**src/hd_pkg.sv**
```systemverilog
package hd_pkg;

	// Default number of CORDIC iterations.
	localparam int unsigned CORDIC_STEPS_DEF = 28;

	// Angle width inside the CORDICs (Q32 radians, signed).
	localparam int ZW = 37;
	// Width of the CORDIC x/y datapath (Q30, signed).
	localparam int XW = 35;
	// Width of the haversine term and of the square roots (Q30, unsigned, up to 1.0).
	localparam int AW = 31;
	// Width of the central angle in Q32 out of the vectoring CORDIC.
	localparam int CW = 34;
	// Width of the radius register.
	localparam int RW = 23;

	localparam logic signed [ZW-1:0] PI_Q32 = 37'sd13493037704;
	localparam logic signed [ZW-1:0] HALF_PI_Q32 = 37'sd6746518852;
	localparam logic signed [ZW-1:0] QUARTER_PI_Q32 = 37'sd3373259426;
	localparam logic signed [XW-1:0] GAIN_Q30 = 35'sd652032874;
	localparam logic [AW-1:0] ONE_Q30 = 31'd1073741824;
	localparam logic [RW-1:0] RADIUS_RST = 23'd6371000;

	// atan(2^-i) in Q32, from the odd power series in Q62 rounded to Q32.
	// The series terms are divided by a bitwise long division at elaboration.
	function automatic logic signed [ZW-1:0] atan_q32(input int unsigned i);
		logic signed [63:0] sum;
		logic [63:0] num;
		logic [63:0] rem;
		logic [63:0] quo;
		int unsigned k;
		int unsigned e;
		int unsigned d;
		int unsigned b;
		sum = '0;
		if (i == 0) begin
			return QUARTER_PI_Q32;
		end
		for (k = 0; i * (2 * k + 1) <= 62; k++) begin
			e = 62 - i * (2 * k + 1);
			d = 2 * k + 1;
			num = 64'd1 << e;
			rem = '0;
			quo = '0;
			for (b = 0; b < 64; b++) begin
				rem = {rem[62:0], num[63-b]};
				if (rem >= 64'(d)) begin
					rem = rem - 64'(d);
					quo[63-b] = 1'b1;
				end
			end
			if ((k % 2) == 1) begin
				sum = sum - signed'(quo);
			end else begin
				sum = sum + signed'(quo);
			end
		end
		sum = (sum + 64'sd536870912) >>> 30;
		return sum[ZW-1:0];
	endfunction

endpackage

```
**src/hd_isqrt.sv**
```systemverilog
module hd_isqrt (
	input  logic                   clk,
	input  logic                   arst_n,
	input  logic                   vld_in,
	input  logic [hd_pkg::AW-1:0]  val_in,
	output logic                   vld_out,
	output logic [hd_pkg::AW-1:0]  root_out
);
	import hd_pkg::*;

	// Floor square root of val_in * 2^30, one result bit per stage.
	localparam int NS = AW;
	localparam int DW = 2 * AW;
	localparam int MW = AW + 3;

	logic           vld_s  [0:NS];
	logic [DW-1:0]  rad_s  [0:NS];
	logic [MW-1:0]  rem_s  [0:NS];
	logic [AW-1:0]  root_s [0:NS];

	assign vld_s[0]  = vld_in;
	assign rad_s[0]  = {1'b0, val_in, 30'd0};
	assign rem_s[0]  = '0;
	assign root_s[0] = '0;

	for (genvar k = 0; k < NS; k++) begin : g_dig
		logic [MW-1:0] nxt;
		logic [MW-1:0] trial;
		assign nxt   = {rem_s[k][MW-3:0], rad_s[k][DW-1 -: 2]};
		assign trial = {1'b0, root_s[k], 2'b01};

		always_ff @(posedge clk or negedge arst_n) begin
			if (!arst_n) begin
				vld_s[k+1] <= 1'b0;
			end else begin
				vld_s[k+1] <= vld_s[k];
			end
		end

		always_ff @(posedge clk) begin
			rad_s[k+1] <= {rad_s[k][DW-3:0], 2'b00};
			if (nxt >= trial) begin
				rem_s[k+1]  <= nxt - trial;
				root_s[k+1] <= {root_s[k][AW-2:0], 1'b1};
			end else begin
				rem_s[k+1]  <= nxt;
				root_s[k+1] <= {root_s[k][AW-2:0], 1'b0};
			end
		end
	end

	assign vld_out  = vld_s[NS];
	assign root_out = root_s[NS];

endmodule

```
**config.mk**
```make
export PLATFORM = sky130hd
export DESIGN_NAME = hd_isqrt
export DESIGN_NICKNAME = d
export VERILOG_FILES = /design/src/hd_pkg.sv /design/src/hd_isqrt.sv
export SDC_FILE = /design/constraint.sdc
export NUM_CORES = 2
export LEC_CHECK = 0
export BUFFER_PORTS_ARGS = -buffer_cell sky130_fd_sc_hd__buf_2
export CELL_PAD_IN_SITES_DETAIL_PLACEMENT = 1
export CELL_PAD_IN_SITES_GLOBAL_PLACEMENT = 2
export CORE_MARGIN = 2
export CORE_UTILIZATION = 37
export CTS_CLUSTER_SIZE = 12
export DETAILED_ROUTE_END_ITERATION = 8
export PLACE_DENSITY_LB_ADDON = 0.1
export SETUP_SLACK_MARGIN = 0.1
export SYNTH_ARGS = -nofsm -noshare
export SYNTH_HDL_FRONTEND = slang
export SYNTH_SLANG_ARGS = --single-unit
```
**constraint.sdc**
```tcl
create_clock -name clk -period 3.65 [get_ports clk]
set_input_delay 0 -clock clk [delete_from_list [all_inputs] [get_ports clk]]
set_output_delay 0 -clock clk [all_outputs]
set_load 0.005 [all_outputs]
```
* Word level (Yosys, flattened, before mapping) *
Cells that the tools add are included.

word-level totals
  flip-flop bits (word level) = 1697
  bits in latches = 0
  RAM bits = 0
  ROM bits = 0
  input bits = 34
  output and inout port bits = 32
  logic and storage cells = 244
  memories = 0

operators by class
  add/subtract/negate cells = 30
  $mul = 0
  div/mod/pow operators = 0
  $lt $le $gt $ge = 31
  equal/unequal tests = 0
  shift operators = 0
  muxes and demuxes = 61
  bitwise operators = 0
  reductions and logical operators = 0

operator list
  cell                                              count
  32-bit 2-to-1 mux                                 29
  34-bit by 10-bit >= comparator with 1-bit output  1
  34-bit by 11-bit >= comparator with 1-bit output  1
  34-bit by 12-bit >= comparator with 1-bit output  1
  34-bit by 13-bit >= comparator with 1-bit output  1
  34-bit by 14-bit >= comparator with 1-bit output  1
  34-bit by 15-bit >= comparator with 1-bit output  1
  34-bit by 16-bit >= comparator with 1-bit output  1
  34-bit by 17-bit >= comparator with 1-bit output  1
  34-bit by 18-bit >= comparator with 1-bit output  1
  34-bit by 19-bit >= comparator with 1-bit output  1
  34-bit by 20-bit >= comparator with 1-bit output  1
  34-bit by 21-bit >= comparator with 1-bit output  1
  34-bit by 22-bit >= comparator with 1-bit output  1
  34-bit by 23-bit >= comparator with 1-bit output  1
  34-bit by 24-bit >= comparator with 1-bit output  1
  34-bit by 25-bit >= comparator with 1-bit output  1
  34-bit by 26-bit >= comparator with 1-bit output  1
  34-bit by 27-bit >= comparator with 1-bit output  1
  34-bit by 28-bit >= comparator with 1-bit output  1
  34-bit by 29-bit >= comparator with 1-bit output  1
  34-bit by 3-bit >= comparator with 1-bit output   1
  34-bit by 30-bit >= comparator with 1-bit output  1
  34-bit by 31-bit >= comparator with 1-bit output  1
  39 further kinds                                  70

* Longest topological paths before layout *
  depth in word-level cells = 2
  mapped depth = 15

* Worst setup path before layout *
Ideal clock, no wire load.

  kind = register to register
  from = reg rem_s (netlist bit g_dig[29].nxt[2])
  to = reg rem_s (netlist bit g_dig[30].nxt[17])
  arrival time = 3.295 ns
  required time = 3.517 ns
  path slack = 0.222 ns
  stages on the path, launching flop included = 14
  clock period less this slack = 3.428 ns
  path through = dfxtp_1 ha_1 inv_1 fa_1 nor2b_1 o21bai_1 a211oi_1 o211ai_1 o31ai_1 a211oi_1 nor2_1 clkbuf_1 buf_1 a21oi_1

on the way
  cells in the longest elaborated chain, start to end = 2
  elaborated cells between the ends (all ways) = 3
  classes of those cells = add/sub (1); order compare (1); mux (1)

RTL lines
  element                                                                                                             RTL line                        RTL
  from (decl)                                                                                                         hd_isqrt.sv:18                  logic [MW-1:0] rem_s [0:NS];
  from (signal, indexed assignment)                                                                                   hd_isqrt.sv:43                  rem_s[k+1] <= nxt - trial;
  from (signal, indexed assignment)                                                                                   hd_isqrt.sv:46                  rem_s[k+1] <= nxt;
  32-bit by 31-bit subtractor with 32-bit output or 34-bit by 31-bit >= comparator with 1-bit output (tied branches)  hd_isqrt.sv:43, hd_isqrt.sv:42
  32-bit 2-to-1 mux (*)                                                                                               hd_isqrt.sv:42                  if (nxt >= trial) begin

Mark *: on every way between the ends. The rest lies on a longest branch, timed or not.
A chain may end at the register's enable or synchronous reset.

* Worst setup path in the final report *
  from = reg rem_s (netlist bit g_dig[4].nxt[6])
  to = reg rem_s (netlist bit g_dig[5].nxt[25])

on the way
  cells in the longest elaborated chain, start to end = 2
  elaborated cells between the ends (all ways) = 3
  classes of those cells = add/sub (1); order compare (1); mux (1)

RTL lines
  element                                                                                                           RTL line
  32-bit by 6-bit subtractor with 32-bit output or 34-bit by 6-bit >= comparator with 1-bit output (tied branches)  hd_isqrt.sv:43, hd_isqrt.sv:42
  32-bit 2-to-1 mux (*)                                                                                             hd_isqrt.sv:42

Marked as above.

==> impl_metrics.env <==
export IMPL_power_leakage_uw=0.0383
export IMPL_drive_above_1_share_pct=9.14
export IMPL_grt_pass1_wl_microns=290000
export IMPL_wl_per_cell_microns=17.7
export IMPL_grt_max_degree=43
export IMPL_clock_latency_ns=0.83
export IMPL_h_tree_depth=4
export IMPL_synthMuxAreaShare_pct=1.38
export IMPL_reg2reg_depth=9
export IMPL_die_y_microns=437
export IMPL_drcViolationCount=0
export IMPL_cp_max_fo=8
export IMPL_synth_compound_area_share_pct=14.1
export IMPL_design_core_area_sq_um=186000
export IMPL_place_area_sq_um=73600
export IMPL_row_count=158
export IMPL_cts_made_buffers=183
export IMPL_max_slew_margin_pct=34.8
export IMPL_outcome="finished clean"
export IMPL_vias=50900
export IMPL_async_reset_ff_share_pct=1.87
export IMPL_min_period_ns=3.41
export IMPL_wl_microns=181000
export IMPL_fin_nets=8151
export IMPL_cts_tree="done"
export IMPL_die_w_microns=437
export IMPL_ant_nets=0
export IMPL_synth_adder_area_share_pct=9.35
export IMPL_antenna_found_initial=1
export IMPL_syn2layout_area_growth_pct=16.8
export IMPL_grt_remaining_overflow=0
export IMPL_yosys_area_top_type_share_pct=47.0
export IMPL_whs_ns=0.218
export IMPL_initial_core_util_pct=37.3
export IMPL_ios=66
export IMPL_drtIter0Drc=1850
export IMPL_synth_top_family_by_area="compound AO/OA/AOI/OAI gates"
export IMPL_final_hold_viol_count=0
export IMPL_hp_class="primary input to async pin"
export IMPL_fin_area_sq_um=81100
export IMPL_yosys_cell_count_top_type="dfxtp_1"
export IMPL_ys_ff_latch=1659
export IMPL_maxSlewViolCount=0
export IMPL_cts_sink_count=1659
export IMPL_synthCells=7279
export IMPL_yosysSeqAreaShare_pct=48.1
export IMPL_synth_area_leaders="dfxtp_1 (47%), ha_1 (8.9%), xor2_1 (4.5%)"
export IMPL_multi_input_area_sq_um=33300
export IMPL_nFillCells=20900
export IMPL_cp_end_kind="flop"
export IMPL_clk_path_buf_depth=3
export IMPL_crit_type="flop to flop"
export IMPL_placed_cells=9821
export IMPL_synthTopCellsByCount="dfxtp_1 (1628), inv_1 (660), nor2_1 (502)"
export IMPL_synth_edf_count=0
export IMPL_ys_warn_count=0
export IMPL_peakVddDrop_uv=431
export IMPL_clock_fmax_mhz=293
export IMPL_finalNonFillerCells=10200
export IMPL_r2r_setup_slack_ns=0.24
export IMPL_yosys_area_top_type="dfxtp_1"
export IMPL_yosysUniqueCellTypes=92
export IMPL_cp_startpoint="g_dig[4].nxt[6]"
export IMPL_tightest_slew_ns=0.966
export IMPL_track_usage_pct=18.7
export IMPL_path_clk_slew_ns=0.06
export IMPL_synthSimpleGateAreaFrac_pct=14.0
export IMPL_crit_arrival_ns=4.11
export IMPL_synthFlopType="dfxtp_1"
export IMPL_synth_area_sq_um=69400
export IMPL_worstSetupStartpointType="flop"
export IMPL_gp_congestion=0.804
export IMPL_grt_pass1_vias=53700
export IMPL_reg2reg_from="g_dig[4].nxt[6]"
export IMPL_min_period_over_period_pct=93.5
export IMPL_die_area_sq_um=191000
export IMPL_skew_ns=0.0469
export IMPL_r2r_end="g_dig[5].nxt[25]"
export IMPL_syn_area_per_cell_sq_um=9.53
export IMPL_rsz0062_at_grt="true"
export IMPL_regArea_sq_um=33400
export IMPL_endpoint="g_dig[5].nxt[25]"
export IMPL_postSynthNetCount=7823
export IMPL_powerDensity_nw_per_um2=663
export IMPL_portBuffers=65
export IMPL_max_cap_viol_count=0
export IMPL_setup_viol=0
export IMPL_first_pass_iters=5
export IMPL_cp_required_ns=4.35
export IMPL_hpwl_microns=140000
export IMPL_fin_setup_tns_ns=0
export IMPL_synthXorXnorAreaFrac_pct=8.72
export IMPL_via_per_inst=4.98
export IMPL_clock_tree_root_cell="clkbuf_16"
[cell type report]
cell class | count | area share [%]
sequential | 1659 | 41.1
inverter | 665 | 3.08
tap | 2480 | 3.83
timing repair buffer | 274 | 2.80
multi-input combinational | 4824 | 41.1
clock inverter | 71 | 1.64
clock buffer | 250 | 6.43
antenna | 1 | 0.00309
[layer usage]
metal	track usage (%)	vias to the layer above	share of wire, %
met5	0	-	0
met4	5.16	0	2.4
met3	2.51	271	2.3
met2	35.3	456	52
met1	21.9	24600	43
li1	-	25600	-
[cells in the final DEF, fill, tap and decap left out, drive strengths merged, types with 48 or more instances in the layout]
| master | instances |
|---|---|
| a211oi | 50 |
| a21o | 170 |
| a21oi | 498 |
| a31oi | 48 |
| buf | 207 |
| clkbuf | 251 |
| dfxtp | 1628 |
| dlygate4sd3 | 66 |
| ha | 496 |
| inv | 666 |
| mux2 | 70 |
| nand2 | 482 |
| nand2b | 100 |
| nand3 | 113 |
| nand4 | 48 |
| nor2 | 502 |
| nor2b | 68 |
| nor3 | 192 |
| nor4 | 98 |
| o21a | 95 |
| o21ai | 390 |
| o31ai | 59 |
| or2 | 64 |
| or3 | 99 |
| or4 | 51 |
| xnor2 | 332 |
| xor2 | 359 |
[sequential cells by signal, indices dropped and copies added (netlist names)]
name         cells
rad_s          210
g_dig.trial    465
g_dig.nxt      922
vld_s           30
vld_out          1
root_out        31
[how the worst min path moves through the flow]
| stage | start | cells past startpoint | slack [ns] | endpoint |
|---|---|---|---|---|
| after detailed placement | arst_n | 1 | 0.06 | vld_s[26] |
| after floorplan | arst_n | 0 | -0.30 | vld_out |
| after global placement | arst_n | 1 | 0.05 | vld_s[27] |
| after global routing | arst_n | 4 | 0.19 | vld_s[25] |
| after CTS | arst_n | 4 | 0.16 | vld_s[11] |
| final | arst_n | 4 | 0.22 | vld_s[25] |
[critical path, cell delays in order, from the launching register on]
cell      delay (ns)
dfxtp_1         0.41
or4_4           0.59
nor4_4          0.17
or3b_1          0.44
or4_4           0.53
or4_4           0.59
o211a_4         0.22
nand2b_2        0.13
nor4_1          0.07
xor2_1          0.14
[metrics by stage]
step	setup slack, ns	utilization, %	total power [uW]
floorplan	0.222	-	30900
global placement	0.117	39.6	34300
detailed placement	0.0871	39.6	34500
CTS	0.135	43.5	54600
global route	0.0304	43.6	56900
finish	0.239	43.6	53800
[kinds of logic (layout without fill, tap and decap cells)]
kind of cell,after synthesis,in the layout
compound gates,1576,1576
xor+xnor,691,691
fa+ha+maj,510,510
buf+inv,796,1260
flops,1659,1659
mux,87,87
other cells,1,2
simple gates,1959,1959
[what timing repair did]
item,4_1_cts,5_1_grt
endpoints found under the setup margin,15,196
hold endpoints to repair,63,0
hold buffers,67,0
cloned,0,2
gates resized for setup,4,37
pin swaps,0,8
buffers inserted,0,12
[where the power goes]
part / switching, uW / internal (uW)
logic: 5310 / 4700
clock network: 7750 / 11900
registers: 2770 / 21300
Note: power is estimated with default switching activity, not from simulation.
